[config.mk]
export PLATFORM = sky130hd
export DESIGN_NAME = terminal_key_escape_decoder_unit
export DESIGN_NICKNAME = d
export VERILOG_FILES = /design/src/rtl/tked_pkg.sv /design/src/rtl/terminal_key_escape_decoder_unit.sv
export SDC_FILE = /design/constraint.sdc
export NUM_CORES = 1
export LEC_CHECK = 0
export BUFFER_PORTS_ARGS = -buffer_cell sky130_fd_sc_hd__buf_2
export CAP_MARGIN = 20
export CORE_UTILIZATION = 25
export CTS_CLUSTER_SIZE = 40
export DETAILED_ROUTE_END_ITERATION = 12
export MAX_ROUTING_LAYER = met4
export PLACE_DENSITY = 0.38
export SYNTH_ARGS = -nofsm -noshare
export SYNTH_HDL_FRONTEND = slang
export SYNTH_SLANG_ARGS = --single-unit
[constraint.sdc]
create_clock -name i_clk -period 3.9 [get_ports i_clk]
set_input_delay 1.17 -clock i_clk [delete_from_list [all_inputs] [get_ports i_clk]]
set_output_delay 1.17 -clock i_clk [all_outputs]
set_load 0.005 [all_outputs]
[src/rtl/tked_pkg.sv]
// ----------------------------------------------------------------------------
// tked_pkg
// Types and constants for the terminal key escape decoder.
// ----------------------------------------------------------------------------
package tked_pkg;

    typedef enum logic [2:0] {
        PH_IDLE  = 3'd0,
        PH_ESC   = 3'd1,
        PH_INTRO = 3'd2,
        PH_NUM   = 3'd3,
        PH_SEMI  = 3'd4,
        PH_MOD   = 3'd5
    } t_phase;

    typedef logic [8:0] t_key;

    localparam t_key KEY_ESC        = 9'd27;
    localparam t_key KEY_UP         = 9'd256;
    localparam t_key KEY_HOME       = 9'd260;
    localparam t_key KEY_END        = 9'd261;
    localparam t_key KEY_DEL        = 9'd262;
    localparam t_key KEY_PGUP       = 9'd263;
    localparam t_key KEY_PGDN       = 9'd264;
    localparam t_key KEY_CTRL_BASE  = 9'd265;
    localparam t_key KEY_SHIFT_BASE = 9'd269;
    localparam t_key KEY_LAST       = 9'd272;

    localparam logic [7:0] CH_ESC   = 8'h1b;
    localparam logic [7:0] CH_LBRK  = 8'h5b;
    localparam logic [7:0] CH_SS3   = 8'h4f;
    localparam logic [7:0] CH_TILDE = 8'h7e;
    localparam logic [7:0] CH_SEMI  = 8'h3b;
    localparam logic [7:0] CH_A     = 8'h41;
    localparam logic [7:0] CH_D     = 8'h44;
    localparam logic [7:0] CH_F     = 8'h46;
    localparam logic [7:0] CH_H     = 8'h48;
    localparam logic [7:0] CH_0     = 8'h30;
    localparam logic [7:0] CH_1     = 8'h31;
    localparam logic [7:0] CH_2     = 8'h32;
    localparam logic [7:0] CH_3     = 8'h33;
    localparam logic [7:0] CH_4     = 8'h34;
    localparam logic [7:0] CH_5     = 8'h35;
    localparam logic [7:0] CH_6     = 8'h36;
    localparam logic [7:0] CH_7     = 8'h37;
    localparam logic [7:0] CH_8     = 8'h38;
    localparam logic [7:0] CH_9     = 8'h39;

    localparam logic CMD_BYTE    = 1'b0;
    localparam logic CMD_TIMEOUT = 1'b1;

endpackage

[src/rtl/terminal_key_escape_decoder_unit.sv]
// ----------------------------------------------------------------------------
// terminal_key_escape_decoder_unit
// Decodes terminal bytes and read timeouts into key codes, one item a cycle while the input is not stalled.
// ----------------------------------------------------------------------------
//   channel   direction   handshake                  payload
//   in        sink        i_in_valid / o_in_stall    i_command, i_rx_byte
//   out       source      o_out_valid / i_out_stall  o_key_code
//
// One item is taken per cycle while the input does not stall; its key code,
// if any, shows in the next cycle from the result register. The parse state
// updates in the accepting cycle. The input stalls only while the result
// register holds an item and the output stalls. Synchronous reset returns
// the parser to idle and empties the result register.
module terminal_key_escape_decoder_unit
    import tked_pkg::*;
(
    input  logic       i_clk,
    input  logic       i_rst_n,
    input  logic       i_in_valid,
    output logic       o_in_stall,
    input  logic       i_command,
    input  logic [7:0] i_rx_byte,
    output logic       o_out_valid,
    input  logic       i_out_stall,
    output logic [8:0] o_key_code
);

    t_phase     r_phase, n_phase;
    logic [7:0] r_intro, n_intro;
    logic [7:0] r_number, n_number;
    logic [7:0] r_modifier, n_modifier;
    logic       r_out_valid, n_out_valid;
    t_key       r_key, n_key;

    logic       in_accept;
    logic       emit;
    t_key       key;
    logic       is_arrow;
    logic [1:0] arrow_off;
    logic       is_digit;

    assign o_in_stall  = r_out_valid && i_out_stall;
    assign in_accept   = i_in_valid && !o_in_stall;
    assign o_out_valid = r_out_valid;
    assign o_key_code  = r_key;

    assign is_arrow  = (i_rx_byte >= CH_A) && (i_rx_byte <= CH_D);
    assign arrow_off = 2'(i_rx_byte - CH_A);
    assign is_digit  = (i_rx_byte >= CH_0) && (i_rx_byte <= CH_9);

    always_comb begin
        n_phase    = r_phase;
        n_intro    = r_intro;
        n_number   = r_number;
        n_modifier = r_modifier;
        emit       = 1'b0;
        key        = KEY_ESC;
        if (r_phase == PH_IDLE) begin
            if (i_command == CMD_BYTE) begin
                if (i_rx_byte == CH_ESC) begin
                    n_phase = PH_ESC;
                end else begin
                    emit = 1'b1;
                    key  = {1'b0, i_rx_byte};
                end
            end
        end else if (i_command == CMD_TIMEOUT) begin
            n_phase = PH_IDLE;
            emit    = 1'b1;
        end else begin
            unique case (r_phase)
                PH_ESC: begin
                    n_intro = i_rx_byte;
                    n_phase = PH_INTRO;
                end
                PH_INTRO: begin
                    if (r_intro == CH_LBRK && is_digit) begin
                        n_number = i_rx_byte;
                        n_phase  = PH_NUM;
                    end else begin
                        n_phase = PH_IDLE;
                        emit    = 1'b1;
                        if (r_intro == CH_LBRK || r_intro == CH_SS3) begin
                            if (r_intro == CH_LBRK && is_arrow) begin
                                key = KEY_UP + t_key'(arrow_off);
                            end else if (i_rx_byte == CH_H) begin
                                key = KEY_HOME;
                            end else if (i_rx_byte == CH_F) begin
                                key = KEY_END;
                            end
                        end
                    end
                end
                PH_NUM: begin
                    if (i_rx_byte == CH_SEMI) begin
                        n_phase = PH_SEMI;
                    end else begin
                        n_phase = PH_IDLE;
                        emit    = 1'b1;
                        if (i_rx_byte == CH_TILDE) begin
                            case (r_number)
                                CH_1, CH_7: key = KEY_HOME;
                                CH_3:       key = KEY_DEL;
                                CH_4, CH_8: key = KEY_END;
                                CH_5:       key = KEY_PGUP;
                                CH_6:       key = KEY_PGDN;
                                default:    key = KEY_ESC;
                            endcase
                        end
                    end
                end
                PH_SEMI: begin
                    n_modifier = i_rx_byte;
                    n_phase    = PH_MOD;
                end
                PH_MOD: begin
                    n_phase = PH_IDLE;
                    emit    = 1'b1;
                    if (is_arrow && r_modifier == CH_5) begin
                        key = KEY_CTRL_BASE + t_key'(arrow_off);
                    end else if (is_arrow && r_modifier == CH_2) begin
                        key = KEY_SHIFT_BASE + t_key'(arrow_off);
                    end
                end
                default: begin
                    n_phase = PH_IDLE;
                end
            endcase
        end
    end

    always_comb begin
        n_out_valid = r_out_valid && i_out_stall;
        n_key       = r_key;
        if (in_accept && emit) begin
            n_out_valid = 1'b1;
            n_key       = key;
        end
    end

    always_ff @(posedge i_clk) begin
        if (!i_rst_n) begin
            r_phase     <= PH_IDLE;
            r_intro     <= '0;
            r_number    <= '0;
            r_modifier  <= '0;
            r_out_valid <= 1'b0;
        end else begin
            r_out_valid <= n_out_valid;
            if (in_accept) begin
                r_phase    <= n_phase;
                r_intro    <= n_intro;
                r_number   <= n_number;
                r_modifier <= n_modifier;
            end
        end
    end

    always_ff @(posedge i_clk) begin
        r_key <= n_key;
    end

    a_plain_byte: assert property (@(posedge i_clk) disable iff (!i_rst_n)
        in_accept && r_phase == PH_IDLE && i_command == CMD_BYTE && i_rx_byte != CH_ESC
        |=> o_out_valid && o_key_code == {1'b0, $past(i_rx_byte)})
        else $error("plain byte not passed through");

    a_idle_timeout: assert property (@(posedge i_clk) disable iff (!i_rst_n)
        in_accept && r_phase == PH_IDLE && i_command == CMD_TIMEOUT
        |=> r_phase == PH_IDLE && o_out_valid == $past(r_out_valid && i_out_stall))
        else $error("idle timeout produced an item");

    a_seq_timeout: assert property (@(posedge i_clk) disable iff (!i_rst_n)
        in_accept && r_phase != PH_IDLE && i_command == CMD_TIMEOUT
        |=> r_phase == PH_IDLE && o_out_valid && o_key_code == KEY_ESC)
        else $error("timeout in sequence did not yield escape");

    a_key_range: assert property (@(posedge i_clk) disable iff (!i_rst_n)
        o_out_valid |-> o_key_code <= KEY_LAST)
        else $error("key code out of range");

endmodule

Word level (Yosys, flattened, before mapping)
Index checks and enable logic that the tools add are counted.
{"block": "word_totals", "wordCells": 87, "romBits": 0, "latchBits": 0, "ff_bits": 37, "ram_bits": 0, "output_inout_bits": 11, "memories": 0}
{"block": "op_classes", "add_sub_neg": 4, "n_lt_le_gt_ge": 4, "n_mux": 30, "div": 0, "multipliers": 0, "shifts": 0, "reduce_logical": 18, "n_eq_ne": 23, "n_bitwise": 2}
{"operator": "$mux 9", "count": 11}
{"operator": "$eq 8x6->1 const B", "count": 10}
{"operator": "$pmux 9 s5", "count": 1}
{"operator": "$eq 8x7->1 const B", "count": 5}
{"operator": "$add 9x2->9 const A", "count": 3}
{"operator": "$pmux 9 s3", "count": 1}
{"operator": "$mux 8", "count": 2}
{"operator": "$mux 3", "count": 5}
{"operator": "$pmux 3 s4", "count": 1}
{"operator": "$logic_and 1x1->1", "count": 9}
{"operator": "$eq 8x5->1 const B", "count": 1}
{"operator": "$ge 8x6->1 const B", "count": 1}
{"operator": "$ge 8x7->1 const B", "count": 1}
{"operator": "$le 8x6->1 const B", "count": 1}
{"operator": "$le 8x7->1 const B", "count": 1}
{"operator": "$reduce_and 4->1", "count": 2}
{"operator": "$mux 1", "count": 7}
{"operator": "$eq 3x2->1 const B", "count": 2}
{"operator": "$eq 3x3->1 const B", "count": 2}
{"operator": "$reduce_and 5->1", "count": 1}
{"operator": "$reduce_or 2->1", "count": 2}
{"operator": "$eq 3x1->1 const B", "count": 1}
{"operator": "$logic_not 3->1", "count": 1}
{"operator": "$pmux 1 s3", "count": 1}
{"operator": "8 further kinds", "count": 9}

Longest topological paths before layout
{"block": "depth", "depth_word": 9, "ltp_mapped": 9}

Worst setup path before layout
No wires, ideal clock.
{"block": "synth_path", "kind": "input port to flip-flop", "startpoint": "in i_rx_byte[0]", "endpoint": "reg r_key[1] (netlist: o_key_code[1]) (data pin)", "stages": 9, "t_arrival_ps": 3061, "setup_slack_ps": 575, "required_time_ps": 3636, "cell_sequence": "clkbuf_1 > inv_1 > ha_1 > nor3b_1 > or3_1 > or2_4 > nor2_2 > a21oi_1 > o41a_1"}
{"block": "synth_via", "elab_chain_cells": 9, "word_cells_on_any_way": 33, "cone_classes": "add/sub: 4; order compare: 4; eq/ne: 5; mux: 14; reduce/logical: 6"}
{"element": "start, declared", "line": "terminal_key_escape_decoder_unit.sv:22", "source": "input logic [7:0] i_rx_byte,"}
{"element": "branches (longest 8 deep; another with $add 9x2->9)"}
{"element": "$mux 9 (*)", "line": "terminal_key_escape_decoder_unit.sv:58", "source": "if (r_phase == PH_IDLE) begin"}
{"element": "named net key[1]", "line": "terminal_key_escape_decoder_unit.sv:37", "source": "t_key key;"}
{"element": "end signal, assigned", "line": "terminal_key_escape_decoder_unit.sv:160", "source": "r_key <= n_key;"}
{"element": "end, declared", "line": "terminal_key_escape_decoder_unit.sv:33", "source": "t_key r_key, n_key;"}
Mark *: on every way through the listed nets, which the timed path passes.
A chain may end at the register's enable or synchronous reset.

Worst setup path after layout
{"block": "layout_path", "startpoint": "in i_rx_byte[4]", "endpoint": "reg r_key[1] (netlist: o_key_code[1]) (data pin)"}
{"block": "layout_via", "elab_chain_cells": 9, "word_cells_on_any_way": 29, "cone_classes": "order compare: 4; eq/ne: 5; mux: 14; reduce/logical: 6"}
{"element": "$ge 8x7->1 (tied with other cells)", "line": "terminal_key_escape_decoder_unit.sv:47", "source": "assign is_arrow = (i_rx_byte >= CH_A) && (i_rx_byte <= CH_D);"}
{"element": "$logic_and 1x1->1 / $mux 9 (equally long branches)", "line": "terminal_key_escape_decoder_unit.sv:47, terminal_key_escape_decoder_unit.sv:88"}
{"element": "$logic_and 1x1->1 / $mux 9 (equally long branches)", "line": "terminal_key_escape_decoder_unit.sv:84, terminal_key_escape_decoder_unit.sv:86"}
{"element": "$mux 9", "line": "terminal_key_escape_decoder_unit.sv:84", "source": "if (r_intro == CH_LBRK && is_arrow) begin"}
{"element": "$mux 9", "line": "terminal_key_escape_decoder_unit.sv:83", "source": "if (r_intro == CH_LBRK || r_intro == CH_SS3) begin"}
{"element": "$mux 9", "line": "terminal_key_escape_decoder_unit.sv:77", "source": "if (r_intro == CH_LBRK && is_digit) begin"}
{"element": "$pmux 9 s3", "line": "terminal_key_escape_decoder_unit.sv:71", "source": "unique case (r_phase)"}
{"element": "$mux 9", "line": "terminal_key_escape_decoder_unit.sv:67", "source": "end else if (i_command == CMD_TIMEOUT) begin"}
{"element": "$mux 9 (*)", "line": "terminal_key_escape_decoder_unit.sv:58"}
{"element": "named net key[1]", "line": "terminal_key_escape_decoder_unit.sv:37"}
Mark *: on every way through the listed nets, which the timed path passes. The rest lies on a longest branch.

==> impl_summary.txt <==
----------------------------------------------------
[Power and ir drop]
  VDD IR-drop max ... 0.0000990 V
  Lkg Pwr ... 0.853 nW
  Total power per unit cell area ... 301 nW/µm²

[Synthesis]
  Biggest area consumer among synthesized cells ... dfxtp_1
  Number of flops mapped to enable cells by yosys ... 9
  Average cell area after synthesis ... 9.31 µm²
  Number of distinct library cells after synthesis ... 51
  Area share of the largest cell type after synthesis ... 0.262
  Most used flip-flop cell after synthesis ... dfxtp_1
  Synthesized instance count ... 230
  Synthesized netlist net count ... 248
  Fraction of registers with async set or reset after synthesis ... 0
  Fraction of the yosys area taken by sequential cells ... 0.388
  Post-synth design cell area ... 2140 µm²
  Synth top area cells ... dfxtp_1, edfxtp_1, mux2i_1
  Total of warnings raised by yosys ... 0
  Flip-flop and latch count after synthesis ... 37

[CTS]
  TritonCTS Buffers ... 5
  Post-CTS sizing ... 0
  Max Buffers Root-to-Sink ... 2
  TritonCTS clock tree ... done
  CTS clk-pin slew, worst paths ... 70 ps
  Number of sinks on the clock net ... 37
  CTS Hold Bufs ... 0
  CTS Root Cell ... clkbuf_8
  Number of H-tree branching levels ... 2
  Clk_lat worst skew ... 290 ps
  Post-CTS Setup Inserts ... 0

[Outcome]
  Status ... complete, no violations

[Layout]
  Final layout net count ... 271
  Most common cell after layout, fill and taps aside ... dfxtp_1
  Commonest non-fill, non-tap cells in the layout ... dfxtp_1, nor2b_1, buf_2
  Antenna fix cells ... 0
  Post-synthesis to final-layout area growth ... 15.5%
  Layout cells sized above 1 ... 0.177

[Floorplan]
  Core area ... 8260 µm²
  Floorplan die area ... 8940 µm²
  Number of top-level pins ... 24
  Die span in y ... 94.5 µm
  Initial cell density of the core ... 0.259
  Width of the die ... 94.5 µm
  Number of core rows ... 33

[Worst setup path]
  Worst setup path class ... in -> reg
  Worst endpoint data arrival time ... 3110 ps
  Count of buffering cells on the critical path with inverters included ... 1
  Data required time at the worst endpoint ... 3940 ps
  CP max stage cell ... or4b_4
  Critical path's top delay family ... simple AND/OR/NAND/NOR gates
  Top fanout value on the critical path ... 7
  Sequence of cells on the critical path ... buf_2, or4b_4, or3_4, or2_4, nor2_2, a21oi_1, o41a_1
  Critical Path End Type ... register
  Slowest cell delay on critical path ... 560 ps
  Sort of element at the start of the critical path ... primary input

[Drt]
  Metal2 WL ... 2530 µm
  Detail Route met3 WL ... 231 µm
  Number of nets with antenna violations after routing ... 0
  Via count ... 1,732
  DRC violation count after routing ... 0
  Uppermost layer routed ... met4
  Length of the first detailed-routing pass in iterations ... 4
  Avg Vias per Cell ... 4.82
  Number of DRC markers in iteration 0 ... 85
  Wl on met1 ... 2830 µm
  WL final ... 5710 µm
  Routed len/inst ... 15.9 µm

[Timing]
  Count of endpoints failing setup in the final report ... 0
  Slew of the pin with the lowest slew margin ... 672 ps
  Setup TNS ... 0 ps
  Time the worst path needs with I/O delays and setup ... 3070 ps
  Relative slew slack ... 0.546
  Highest achievable clock rate ... 326 MHz
  Final max-slew violation count ... 0
  Least setup slack across all paths after layout ... 833 ps
  Unrepaired setup endpoints after global routing ... no
  Worst clock skew on the final layout ... 3.71 ps
  Portion of the clock cycle consumed by the worst path in the final layout ... 0.786
  Endpoints failing hold ... 0

[Placed design]
  Port Buffers ... 23
  Final GP Congestion ... 0.809
  Final HPWL from detailed placement ... 4210 µm
  Post-Place Worst Slack ... 524 ps

[Global route]
  Total routing resource utilization after global routing ... 0.147
  Initial antenna violation count ... 0
  Number of global-route vias before repair ... 1,808
  Maximum number of pins on one net before global-route repair ... 29
  Leftover overflow at the end of global routing ... 0
  First-pass GRT wire length ... 9520 µm

[Run]
  Max-cap violation count ... 0

[Worst hold path]
  Min-Delay Path Class ... reg -> reg

----------------------------------------------------
[cell type report]
class                   instances  area (µm²)
flip-flops and latches         37         831
fillers                       920        5790
inverters                      10        37.5
multi-input cells             172        1240
well taps                     105         131
clock buffers                   8        90.1
repair buffers                 27         145
[cells in the mapped netlist, types with 2 or more instances]
| cell type | number |
|---|---|
| or2_2 | 3 |
| a311o_1 | 2 |
| o21ai_0 | 5 |
| a21boi_0 | 6 |
| nor4_1 | 4 |
| a211oi_1 | 3 |
| mux2i_1 | 20 |
| ha_1 | 5 |
| nor2b_1 | 24 |
| dfxtp_1 | 28 |
| and3b_1 | 2 |
| nand2_1 | 8 |
| nor4b_1 | 3 |
| or3_1 | 4 |
| nand4bb_1 | 2 |
| edfxtp_1 | 9 |
| nand3_1 | 5 |
| and2_1 | 4 |
| and3_1 | 3 |
| a21oi_1 | 5 |
| o32ai_1 | 2 |
| clkbuf_1 | 11 |
| o211ai_1 | 3 |
| a31oi_1 | 3 |
| nand2b_1 | 5 |
| a22oi_1 | 2 |
| nor3b_1 | 3 |
| nor3_1 | 6 |
| xnor2_1 | 2 |
| inv_1 | 10 |
| nor2_1 | 14 |
| nor4bb_1 | 2 |
| o21a_1 | 4 |
[tightest hold or removal path, stage by stage (launching register included)]
cell and delay [ps]:
dfxtp_1 320, inv_1 40, a21boi_0 60
[sequential cells by signal, summed over array words and instances, names as in the netlist]
register,cells
o_out_valid,1
r_intro,8
r_phase,3
o_key_code,9
r_number,8
r_modifier,8
[final timing paths]
| kind | startpoint | to | slack (ps) | depth (start not counted) |
|---|---|---|---|---|
| worst max register to register | r_intro[1] | o_key_code[1] | 1250 | 6 |
| worst min-delay path | r_number[4] | r_number[4] | 470 | 2 |
| worst max-delay path | i_rx_byte[4] | o_key_code[1] | 830 | 7 |
| worst min register to register | r_number[4] | r_number[4] | 470 | 2 |
[power breakdown]
| group | internal, W | switching, W |
|---|---|---|
| Combinational | 0.0000248 | 0.0000383 |
| Sequential | 0.000397 | 0.00000108 |
| Clock | 0.000144 | 0.000138 |
| Total | 0.000566 | 0.000177 |
[kinds of logic (layout without fill, tap and decap cells)]
logic type | count (synthesis) | in the layout | share of synthesized area
fa+ha+maj | 5 | 5 | 0.0292
flops | 37 | 37 | 0.388
mux | 20 | 20 | 0.0935
compound gates | 42 | 42 | 0.143
buf+inv | 21 | 45 | 0.0368
simple gates | 103 | 103 | 0.301
xor+xnor | 2 | 2 | 0.00818
[metrics by stage]
| stage | total power (W) | utilization | cell area, µm² | hold slack, ps | std cells |
|---|---|---|---|---|---|
| 2_1_floorplan | 0.000442 | - | 2140 | 435 | 230 |
| 3_3_place_gp | 0.000473 | 0.288 | 2380 | 446 | 351 |
| 3_5_place_dp | 0.000471 | 0.288 | 2380 | 456 | 351 |
| 4_1_cts | 0.000760 | 0.299 | 2470 | 468 | 359 |
| 5_1_grt | 0.000779 | 0.299 | 2470 | 482 | 359 |
| 6_report | 0.000744 | 0.299 | 2470 | 466 | 359 |
[metal layers]
metal  track usage  vias to the layer above
li1              -                      886
met1         0.196                      792
met2         0.224                       43
met3        0.0274                       11
met4        0.0467                        0
met5             -                        -
Power figures use the tool's default switching activity.
